<file path="src/hdl/first_fit_extent_allocator_core_macros.svh">
// Assertion macros for the first-fit extent allocator core.
`ifndef FIRST_FIT_EXTENT_ALLOCATOR_CORE_MACROS_SVH
`define FIRST_FIT_EXTENT_ALLOCATOR_CORE_MACROS_SVH
// same-cycle implication
`define FFEA_ASSERT_IMP(lbl, ante, cons, msg) \
	lbl: assert property (@(posedge clk) disable iff (!arst_n) (ante) |-> (cons)) else $error(msg);
// next-cycle implication
`define FFEA_ASSERT_NXT(lbl, ante, cons, msg) \
	lbl: assert property (@(posedge clk) disable iff (!arst_n) (ante) |=> (cons)) else $error(msg);
`endif

</file>
<file path="src/hdl/ffea_pkg.sv">
// Package: types and constants of the first-fit extent allocator.
`timescale 1ns / 1ps
package ffea_pkg;
	localparam int LIST_DEPTH = 32;
	localparam int IDX_W      = $clog2(LIST_DEPTH);
	localparam int CNT_W      = $clog2(LIST_DEPTH + 1);
	localparam int POS_W      = 20;
	localparam int SIZE_W     = 21;
	localparam int WORD_W     = POS_W + SIZE_W;
	localparam logic [SIZE_W-1:0] ADDR_SPAN = 21'h100000;

	typedef enum logic [1:0] {
		OP_ALLOC = 2'd0,
		OP_FREE  = 2'd1,
		OP_CLEAR = 2'd2,
		OP_NONE  = 2'd3
	} op_t;

	typedef enum logic [1:0] {
		ST_OK     = 2'd0,
		ST_NOSPACE = 2'd1,
		ST_FULL   = 2'd2,
		ST_ZERO   = 2'd3
	} status_t;

	typedef enum logic [2:0] {
		S_IDLE,
		S_SCAN_RD,
		S_SCAN_CHK,
		S_CMP_RD,
		S_CMP_WR,
		S_FREE_WR
	} state_t;

	typedef enum logic [1:0] {
		P_ALLOC,
		P_LOW,
		P_HIGH
	} pass_t;

	typedef struct packed {
		logic              we;
		logic [IDX_W-1:0]  waddr;
		logic [WORD_W-1:0] wdata;
		logic              re;
		logic [IDX_W-1:0]  raddr;
	} ram_ctl_t;
endpackage

</file>
<file path="src/hdl/ffea_list_ram.sv">
// Free extent list storage: one write and one registered read per cycle.
`timescale 1ns / 1ps
module ffea_list_ram import ffea_pkg::*; (
	input  logic              clk,
	input  ram_ctl_t          ctl,
	output logic [WORD_W-1:0] rdata
);
	logic [WORD_W-1:0] mem [LIST_DEPTH];

	always_ff @(posedge clk) begin
		if (ctl.we) begin
			mem[ctl.waddr] <= ctl.wdata;
		end
		if (ctl.re) begin
			rdata <= mem[ctl.raddr];
		end
	end
endmodule

</file>
<file path="src/hdl/first_fit_extent_allocator_core.sv">
// Top level: first-fit extent allocator with free-list coalescing.
// Usage:
//  s_axis carries one request per transfer; m_axis returns exactly one result.
//  cfg_we/cfg_wdata write pool_limit; write only while the core is idle.
//  Requests are handled one at a time by a sequencer around the list RAM,
//  which reads one entry per cycle and returns it from a registered output.
//  Zero-size, clear, list-full and unused requests load the result register
//  at the transfer itself. Allocate scans the entries in order, and when an
//  extent is emptied it moves the later entries down to remove it.
//  Free scans the list twice, once per neighbour, and compacts after a merge.
//  A new request is taken while the previous result still waits in the
//  output register, as long as that result leaves in the same cycle.
//  If the receiver stalls, the result is held and no new request is taken.
//  Reset empties the list, sets the bump top to zero and pool_limit to 2^20.
`timescale 1ns / 1ps
module first_fit_extent_allocator_core import ffea_pkg::*; (
	input  logic        clk,
	input  logic        arst_n,
	input  logic        cfg_we,
	input  logic [20:0] cfg_wdata,   // pool_limit
	input  logic        s_axis_tvalid,
	output logic        s_axis_tready,
	input  logic [47:0] s_axis_tdata, // operation[1:0], req_size[22:2], free_pos[42:23]
	output logic        m_axis_tvalid,
	input  logic        m_axis_tready,
	output logic [47:0] m_axis_tdata  // grant_pos[19:0], grant_size[40:20], status[42:41]
);
	`include "first_fit_extent_allocator_core_macros.svh"

	state_t state_q, state_d;
	pass_t  pass_q, pass_d;
	logic [CNT_W-1:0]  count_q, count_d, idx_q, idx_d;
	logic [SIZE_W-1:0] top_q, top_d, limit_q;
	logic [SIZE_W-1:0] size_q, size_d, cur_len_q, cur_len_d, fend_q, fend_d;
	logic [POS_W-1:0]  cur_start_q, cur_start_d, grant_q, grant_d;
	logic              out_valid_q, out_load;
	logic [POS_W-1:0]  out_pos_q, out_pos_d;
	logic [SIZE_W-1:0] out_size_q, out_size_d;
	status_t           out_status_q, out_status_d;
	ram_ctl_t          ram_ctl;
	logic [WORD_W-1:0] rdata;

	logic [1:0]        in_op;
	logic [SIZE_W-1:0] in_size, avail, clip_size, eff_limit;
	logic [POS_W-1:0]  in_pos, rd_start;
	logic [SIZE_W-1:0] rd_len, rem_len;
	logic [SIZE_W:0]   rd_end, bump_sum;
	logic              s_fire, last_move;

	assign in_op   = s_axis_tdata[1:0];
	assign in_size = s_axis_tdata[22:2];
	assign in_pos  = s_axis_tdata[42:23];
	assign s_axis_tready = (state_q == S_IDLE) && (!out_valid_q || m_axis_tready);
	assign s_fire  = s_axis_tvalid && s_axis_tready;

	assign avail     = ADDR_SPAN - {1'b0, in_pos};
	assign clip_size = (in_size > avail) ? avail : in_size;
	assign eff_limit = (limit_q > ADDR_SPAN) ? ADDR_SPAN : limit_q;
	assign rd_start  = rdata[POS_W-1:0];
	assign rd_len    = rdata[WORD_W-1:POS_W];
	assign rd_end    = {2'b00, rd_start} + {1'b0, rd_len};
	assign rem_len   = rd_len - size_q;
	assign bump_sum  = {1'b0, top_q} + {1'b0, size_q};
	assign last_move = (idx_q + 1'b1) >= count_q;

	ffea_list_ram u_ram (
		.clk   (clk),
		.ctl   (ram_ctl),
		.rdata (rdata)
	);

	always_comb begin
		state_d      = state_q;
		pass_d       = pass_q;
		count_d      = count_q;
		idx_d        = idx_q;
		top_d        = top_q;
		size_d       = size_q;
		cur_len_d    = cur_len_q;
		cur_start_d  = cur_start_q;
		fend_d       = fend_q;
		grant_d      = grant_q;
		out_load     = 1'b0;
		out_pos_d    = '0;
		out_size_d   = '0;
		out_status_d = ST_OK;
		ram_ctl      = '0;
		unique case (state_q)
			S_IDLE: begin
				if (s_fire) begin
					out_load = 1'b1;
					idx_d    = '0;
					size_d   = in_size;
					unique case (in_op)
						OP_ALLOC: begin
							if (in_size == '0) begin
								out_status_d = ST_ZERO;
							end else begin
								out_load = 1'b0;
								pass_d   = P_ALLOC;
								state_d  = S_SCAN_RD;
							end
						end
						OP_FREE: begin
							if (in_size == '0) begin
								out_status_d = ST_ZERO;
							end else if (count_q == CNT_W'(LIST_DEPTH)) begin
								out_status_d = ST_FULL;
							end else begin
								out_load    = 1'b0;
								cur_start_d = in_pos;
								cur_len_d   = clip_size;
								fend_d      = {1'b0, in_pos} + clip_size;
								pass_d      = P_LOW;
								state_d     = S_SCAN_RD;
							end
						end
						OP_CLEAR: begin
							count_d = '0;
							top_d   = '0;
						end
						default: ;
					endcase
				end
			end
			S_SCAN_RD: begin
				if (idx_q == count_q) begin
					unique case (pass_q)
						P_ALLOC: begin
							out_load = 1'b1;
							state_d  = S_IDLE;
							if (bump_sum > {1'b0, eff_limit}) begin
								out_status_d = ST_NOSPACE;
							end else begin
								out_pos_d  = top_q[POS_W-1:0];
								out_size_d = size_q;
								top_d      = bump_sum[SIZE_W-1:0];
							end
						end
						P_LOW: begin
							pass_d = P_HIGH;
							idx_d  = '0;
						end
						default: state_d = S_FREE_WR;
					endcase
				end else begin
					ram_ctl.re    = 1'b1;
					ram_ctl.raddr = idx_q[IDX_W-1:0];
					state_d       = S_SCAN_CHK;
				end
			end
			S_SCAN_CHK: begin
				state_d = S_SCAN_RD;
				idx_d   = idx_q + 1'b1;
				unique case (pass_q)
					P_ALLOC: begin
						if (rd_len >= size_q) begin
							idx_d   = idx_q;
							grant_d = rd_start;
							if (rem_len == '0) begin
								state_d = S_CMP_RD;
							end else begin
								ram_ctl.we    = 1'b1;
								ram_ctl.waddr = idx_q[IDX_W-1:0];
								ram_ctl.wdata = {rem_len, rd_start + size_q[POS_W-1:0]};
								out_load      = 1'b1;
								out_pos_d     = rd_start;
								out_size_d    = size_q;
								state_d       = S_IDLE;
							end
						end
					end
					P_LOW: begin
						if (rd_end == {2'b00, cur_start_q}) begin
							idx_d       = idx_q;
							cur_len_d   = ({1'b0, cur_start_q} + cur_len_q) - {1'b0, rd_start};
							cur_start_d = rd_start;
							state_d     = S_CMP_RD;
						end
					end
					default: begin
						if ({1'b0, rd_start} == fend_q) begin
							idx_d     = idx_q;
							cur_len_d = rd_end[SIZE_W-1:0] - {1'b0, cur_start_q};
							state_d   = S_CMP_RD;
						end
					end
				endcase
			end
			S_CMP_RD: begin
				if (last_move) begin
					count_d = count_q - 1'b1;
					idx_d   = '0;
					unique case (pass_q)
						P_ALLOC: begin
							out_load   = 1'b1;
							out_pos_d  = grant_q;
							out_size_d = size_q;
							state_d    = S_IDLE;
						end
						P_LOW: begin
							pass_d  = P_HIGH;
							state_d = S_SCAN_RD;
						end
						default: state_d = S_FREE_WR;
					endcase
				end else begin
					ram_ctl.re    = 1'b1;
					ram_ctl.raddr = IDX_W'(idx_q + 1'b1);
					state_d       = S_CMP_WR;
				end
			end
			S_CMP_WR: begin
				ram_ctl.we    = 1'b1;
				ram_ctl.waddr = idx_q[IDX_W-1:0];
				ram_ctl.wdata = rdata;
				idx_d         = idx_q + 1'b1;
				state_d       = S_CMP_RD;
			end
			S_FREE_WR: begin
				ram_ctl.we    = 1'b1;
				ram_ctl.waddr = count_q[IDX_W-1:0];
				ram_ctl.wdata = {cur_len_q, cur_start_q};
				count_d       = count_q + 1'b1;
				out_load      = 1'b1;
				state_d       = S_IDLE;
			end
			default: state_d = S_IDLE;
		endcase
	end

	always_ff @(posedge clk or negedge arst_n) begin
		if (!arst_n) begin
			state_q     <= S_IDLE;
			pass_q      <= P_ALLOC;
			count_q     <= '0;
			idx_q       <= '0;
			top_q       <= '0;
			limit_q     <= ADDR_SPAN;
			out_valid_q <= 1'b0;
		end else begin
			state_q <= state_d;
			pass_q  <= pass_d;
			count_q <= count_d;
			idx_q   <= idx_d;
			top_q   <= top_d;
			if (cfg_we) begin
				limit_q <= cfg_wdata;
			end
			if (out_load) begin
				out_valid_q <= 1'b1;
			end else if (m_axis_tready) begin
				out_valid_q <= 1'b0;
			end
		end
	end

	always_ff @(posedge clk) begin
		size_q      <= size_d;
		cur_len_q   <= cur_len_d;
		cur_start_q <= cur_start_d;
		fend_q      <= fend_d;
		grant_q     <= grant_d;
		if (out_load) begin
			out_pos_q    <= out_pos_d;
			out_size_q   <= out_size_d;
			out_status_q <= out_status_d;
		end
	end

	assign m_axis_tvalid = out_valid_q;
	assign m_axis_tdata  = {5'b0, out_status_q, out_size_q, out_pos_q};

	`FFEA_ASSERT_IMP(a_count_bound, 1'b1, count_q <= CNT_W'(LIST_DEPTH), "list count overflow")
	`FFEA_ASSERT_IMP(a_load_free, out_load, !out_valid_q || m_axis_tready, "result overwritten")
	`FFEA_ASSERT_NXT(a_zero_nogrant, out_load && out_status_d != ST_OK, out_size_q == '0, "grant on error")
endmodule

</file>
<file path="config.mk">
export PLATFORM = sky130hd
export DESIGN_NAME = first_fit_extent_allocator_core
export DESIGN_NICKNAME = d
export VERILOG_FILES = /design/src/hdl/ffea_pkg.sv /design/src/hdl/ffea_list_ram.sv /design/src/hdl/first_fit_extent_allocator_core.sv
export VERILOG_INCLUDE_DIRS = /design/src /design/src/hdl
export SDC_FILE = /design/constraint.sdc
export NUM_CORES = 2
export LEC_CHECK = 0
export BUFFER_PORTS_ARGS = -buffer_cell sky130_fd_sc_hd__clkbuf_2
export CAP_MARGIN = 10
export CORE_AREA = 2 2 388 467
export CTS_CLUSTER_DIAMETER = 80
export DETAILED_ROUTE_END_ITERATION = 7
export DIE_AREA = 0 0 390 469
export GPL_ROUTABILITY_DRIVEN = 0
export PLACE_DENSITY_LB_ADDON = 0.08
export SLEW_MARGIN = 20
export SYNTH_ARGS = -nofsm -noshare
export SYNTH_HDL_FRONTEND = slang
export SYNTH_SLANG_ARGS = --single-unit
</file>
<file path="constraint.sdc">
create_clock -name clk -period 7.45 [get_ports clk]
set_clock_uncertainty 0.2 [all_clocks]
set_input_delay 0.3725 -clock clk [delete_from_list [all_inputs] [get_ports clk]]
set_output_delay 0.3725 -clock clk [all_outputs]
set_load 0.02 [all_outputs]
</file>
After elaboration in Yosys (flattened, before gate mapping)
Memories as Yosys holds them, arrays and structs flattened. A register that Yosys moved wholly into a read port is not among the register bits.
Cells that the tools add are included.
Operators by class
  eq/ne operators: 35
  bitwise gates (word level): 2
  magnitude comparators: 5
  reduce and logical (&&, ||, !) cells: 25
  muxes and demuxes: 110
  $add $sub $neg: 12
Operators with widths (count)
  21-bit two-way mux: 21
  20-bit two-way mux: 14
  47-bit two-way mux: 3
  47-bit one-hot mux with 3 select lines: 1
  21-bit one-hot mux with 2 select lines: 3
  6-bit two-way mux: 12
  21-bit one-hot mux with 3 select lines: 1
  20-bit one-hot mux with 3 select lines: 1
  20-bit by 21-bit adder with 21-bit output: 2
  21-bit logical NOT: 2
  21-bit by 20-bit subtractor with 21-bit output: 2
  20-bit one-hot mux with 2 select lines: 1
  2-bit two-way mux: 15
  6-bit one-hot mux with 5 select lines: 1
  3-bit != test, second input constant: 8
  3-bit one-hot mux with 2 select lines: 4
  6-bit one-hot mux with 2 select lines: 2
  8-bit AND reduction: 3
  20-bit by 21-bit adder with 22-bit output: 1
  21-bit by 21-bit adder with 22-bit output: 1
  22-bit by 20-bit equality test with 1-bit output: 1
  22-bit by 21-bit > comparator with 1-bit output: 1
  2-bit != test, second input constant: 11
  20-bit by 21-bit equality test with 1-bit output: 1
  42 further kinds: 77
Storage, ports and cells
  output and inout port bits: 50
  word-level logic and storage cells: 205
  memories: 1
  RAM bits: 1312
  bits of input ports: 74
  register bits after elaboration: 206
Memory list
  u_ram.mem: depth 32, bits a word 41, read ports 1, clocked after memory_dff 1, write ports 1, RTL line ffea_list_ram.sv:8  | logic [WORD_W-1:0] mem [LIST_DEPTH];

Longest topological paths before layout
  depth in word-level cells: 8
  depth in mapped cells: 31

By module
From an unflattened synthesis, not the netlist that was laid out.
Second synthesis, totals
  cell total of the unflattened synthesis: 5012
  area total of the unflattened synthesis: 71267.1 sq um
Modules (own cells, without submodules)
  ffea_list_ram: seq. area each 40629.0 sq um, cells an instance 2883, area each 52210.1 sq um, instances 1
  first_fit_extent_allocator_core: seq. area each 5886.9 sq um, cells an instance 2129, area each 19057.0 sq um, instances 1

Worst setup path after synthesis
OpenSTA, ideal clock, no wires.
  path kind: reg-to-reg
  start: reg size_q[0]
  end: mem u_ram.mem[19][0] (netlist name), enable pin
  cell stages (with the launch flop): 14
  required time: 6.694 ns
  arrival: 7.424 ns
  setup slack: -0.730 ns
  cell sequence: edfxtp_1 > ha_1 > fa_1 > nand2b_1 > a21o_1 > a32oi_1 > xnor2_1 > o2111ai_1 > a211oi_1 > and4_4 > nand2_4 > o31ai_4 > and4b_1 > nor4b_1
On the way
  longest elaborated chain between the ends: 8
  elaborated cells on any way between the ends: 9
  those cells by class: add/sub: 1; order compare: 1; mux: 6; reduce/logical: 1
Ends and longest elaborated chain
  start: declaration: RTL line first_fit_extent_allocator_core.sv:34  | logic [SIZE_W-1:0] size_q, size_d, cur_len_q, cur_len_d, fend_q, fend_d;
  start signal: assignment: RTL line first_fit_extent_allocator_core.sv:259  | size_q <= size_d;
  21-bit subtractor: RTL line first_fit_extent_allocator_core.sv:62  | assign rem_len = rd_len - size_q;
  21-bit logical NOT: RTL line first_fit_extent_allocator_core.sv:160  | if (rem_len == '0) begin
  47-bit two-way mux: RTL line first_fit_extent_allocator_core.sv:160
  47-bit two-way mux (*): RTL line first_fit_extent_allocator_core.sv:157  | if (rd_len >= size_q) begin
  47-bit two-way mux (*): RTL line first_fit_extent_allocator_core.sv:155  | unique case (pass_q)
  47-bit one-hot mux with 3 select lines (*): RTL line first_fit_extent_allocator_core.sv:88  | unique case (state_q)
  1-bit two-way mux: RTL line ffea_list_ram.sv:11  | if (ctl.we) begin
  1-bit two-way mux (implied by the code): RTL line ffea_list_ram.sv:12  | mem[ctl.waddr] <= ctl.wdata;
  end: declaration: RTL line ffea_list_ram.sv:8
Every way passes the cells marked *; elsewhere a longest branch is shown, timed or not.

Worst setup path after layout
  start: in s_axis_tdata[29]
  end: reg fend_q[19] (data pin)
On the way
  longest elaborated chain between the ends: 4
Ends and longest elaborated chain
  start: declaration: RTL line first_fit_extent_allocator_core.sv:23  | input logic [47:0] s_axis_tdata,
  21-bit by 20-bit subtractor with 21-bit output: RTL line first_fit_extent_allocator_core.sv:56  | assign avail = ADDR_SPAN - {1'b0, in_pos};
  21-bit > comparator: RTL line first_fit_extent_allocator_core.sv:57  | assign clip_size = (in_size > avail) ? avail : in_size;
  21-bit two-way mux: RTL line first_fit_extent_allocator_core.sv:57
  20-bit by 21-bit adder with 21-bit output (*): RTL line first_fit_extent_allocator_core.sv:113  | fend_d = {1'b0, in_pos} + clip_size;
  end signal: assignment: RTL line first_fit_extent_allocator_core.sv:262  | fend_q <= fend_d;
  end: declaration: RTL line first_fit_extent_allocator_core.sv:34
Marks and branches as above.
A chain may end at the register's enable or synchronous reset.

==> reports/metrics.cfg <==
[setup_path]
rr_endpoint=u_ram.rdata[5]
required_ns=7.83
r2r_cells=15
worst-r2r-setup-slack_ns=1.20
critPathBufInv=8
start_kind=input pin
arrival_ns=7.51
cp_top_family=compound AO/OA/AOI/OAI gates
path_class=in2reg
path_depth=31
timing.rr.start=idx_q[0]
cp_max_fo=7
slowest_delay_ns=0.57
crit_path_end_kind=flip-flop
slowest_stage=or4_1
cp_common_cell=buf_4

[min_path]
worstHoldPathType=in2async

[routing]
wl_per_cell_um=28.15
drtAntennaViolNets=0
routed_via_density=5.703
route.vias.total=48200
routed_wl_um=238000
drc=0
drtIter0Drc=4315
dr.pass1.iters=7

[floorplanning]
row_count=170
dieArea_um2=182900
io_pins=124
start_util_pct=39.87
die_h_um=469
core_area_um2=178200
die_x_um=390

[sta]
max_freq_mhz=140.2
rsz0062_at_grt=no
worst_pin_slew_ns=1.198
slew_viol_final=0
finalCritPeriodShare_pct=95.76
max_slew_margin_pct=19.92
setup_viol=0
hold_viol=0
fin_crit_ns=7.134

[yosys]
synth_top_family_by_area=simple AND/OR/NAND/NOR gates
synth_area_um2=71060
ys_seq_area_share_pct=65.46
synthCells=5657
synth_compound_area_share_pct=9.192
ys_ff_latch=1559
synth_ff_type=edfxtp_1
synthSimpleGateAreaFrac_pct=12.59
synth_edf_count=1499
avgSynthCellArea_um2=12.56
async_flop_share_pct=3.849
yosys_warnings=0
synthMuxAreaShare_pct=3.653
synth-xor-area-share_pct=2.023
synthAdderAreaFrac_pct=4.282
synth_cell_types=99

[finish]
area_delta_synth_final_pct=16.52
stdcell_area_um2=82810
nets=6294
final_cell_mix=edfxtp_1 (1499), nand2_1 (1205), nand3_1 (360)
utilization_pct=46.46
mostFrequentLayoutCell=edfxtp_1
drive_above_1_share_pct=12.93
fin_cells=8452

[clock_network]
htree_levels=4
clk_path_buf_depth=3
insertion_delay_ns=0.84
cts.clk_slew.worst_paths_ns=0.06
cts_tree=done
numCtsBuffers=164
clock-sinks=1559
clock-root-buffer=clkbuf_16

[place]
port-buffer-count=113
place_area_um2=76630
place_inst=8057
hpwl_um=142400

[global_route]
track_usage_pct=25.65
antenna_found_initial=7
grt_pass1_wl_um=338900
overflow=0
grt_pass1_vias=47110
grt_start_max_net_pins=116

[status]
status=finished clean

[power_and_ir_drop]
peakVddDrop_mv=0.2908
powerDensity_nw_per_um2=368.8
power.leakage_nw=29.49

[job]
max_cap_viol_count=0

[sequential cells by signal, indices dropped and copies added, names as in the netlist, 20 cells and up]
name	cells
fend_q	21
u_ram.mem	1312
size_q	21
grant_q	20
top_q	21
cur_len_q	21
cur_start_q	20
out_size_q	21
u_ram.rdata	41
limit_q	21
out_pos_q	20
[how the worst max path moves through the flow]
stage / end / start / slack, ns
6_report: fend_q[19] / s_axis_tdata[29] / 0.32
5_1_grt: fend_q[19] / s_axis_tdata[29] / 0.008
4_1_cts: fend_q[20] / s_axis_tdata[29] / 0.13
3_5_place_dp: fend_q[20] / s_axis_tdata[29] / -0.18
3_3_place_gp: fend_q[20] / s_axis_tdata[29] / -0.22
2_1_floorplan: fend_q[19] / s_axis_tdata[29] / 0.49
[layer usage]
layer  wire length (µm)  track usage, %
met3              11490           3.191
met4               8414           8.886
met5                  0               0
met1              99510           33.22
met2             118600           44.40
[cell type report]
cell class | count | area (µm²)
Fill cell | 16070 | 95440
Sequential cell | 1559 | 46520
Multi-Input combinational cell | 3605 | 23300
Clock buffer | 192 | 4230
Timing Repair Buffer | 461 | 4121
Tap cell | 2322 | 2905
Clock inverter | 106 | 965.9
Inverter | 202 | 758.2
Antenna cell | 5 | 12.51
[synthesized netlist by cell type, drive strengths merged, types with 5 or more instances]
library cell  number  area (µm²)
buf              111       540.5
a21boi             8       60.06
or4                6       48.80
or3               22       142.6
mux2              43       484.2
and2              41       256.5
a2111oi            9       110.1
o21a              44       330.3
inv              201       754.5
o41ai              6       90.08
o211ai            18       140.1
edfxtp          1499       45010
o21ai            107       535.5
nand2b            22       137.6
a211o              9       78.83
nor4              62       387.9
nor3              61       320.3
nor2             150       563.0
nor2b             28       175.2
xnor2            106       947.2
a31o               6       52.55
a21o              66       495.5
nand3            360        1802
and3              18       112.6
o22ai             30       187.7
a31oi            171        1085
or2               12       75.07
a21oi            138       698.2
a211oi            22       175.2
nand4b             5       43.79
mux2i            211        2112
a22oi             25       206.5
clkbuf           184       690.7
o31ai             31       266.5
xor2              56       490.5
nand2           1209        4546
o21bai            10       75.07
dfrtp             59        1476
fa                27       540.5
nand3b             5       50.05
ha               200        2502
a32oi            166        1454
nand4             27       168.9
[through the flow]
stage / setup TNS (ns) / hold slack, ns / setup slack, ns / total power, mW
5_1_grt: 0 / 0.09009 / 0.008029 / 32.07
6_report: 0 / 0.06675 / 0.3159 / 30.54
4_1_cts: 0 / 0.03728 / 0.1304 / 30.67
3_5_place_dp: -0.2376 / 0.3206 / -0.1812 / 22.58
3_3_place_gp: -0.2792 / 0.3211 / -0.2173 / 22.48
2_1_floorplan: 0 / -0.1231 / 0.4890 / 18.72
[kinds of logic (layout without fill, tap and decap cells)]
| family | after synthesis | count (layout) |
|---|---|---|
| simple gates | 2039 | 2039 |
| compound gates | 918 | 918 |
| xor+xnor | 162 | 162 |
| fa+ha+maj | 227 | 227 |
| buf+inv | 497 | 961 |
| other cells | 1 | 10 |
| flops | 1559 | 1559 |
| mux | 254 | 254 |
[worst reg2reg max path, delay by kind of cell (launching register included)]
family                   cells  cell delay (ns)
buffers and inverters        3             1.01
AO/OA/AOI/OAI                5             1.48
AND/OR/NAND/NOR              3             1.25
multiplexers                 1             0.10
flip-flops                   1             0.69
XOR/XNOR                     1             0.47
adder cells (fa/ha/maj)      2             0.72
[timing repair]
item	4_1_cts	5_1_grt
gates resized for setup	0	10
hold endpoints to repair	166	0
buffers inserted	0	0
hold buffers	91	0
setup endpoints to repair	0	5
[where the power goes]
group          switching, mW  leakage, nW  internal (mW)
sequential             0.592         14.8           11.0
clock                   3.61         2.53           4.39
combinational           7.05         12.2           3.91
Power figures use the tool's default switching activity.
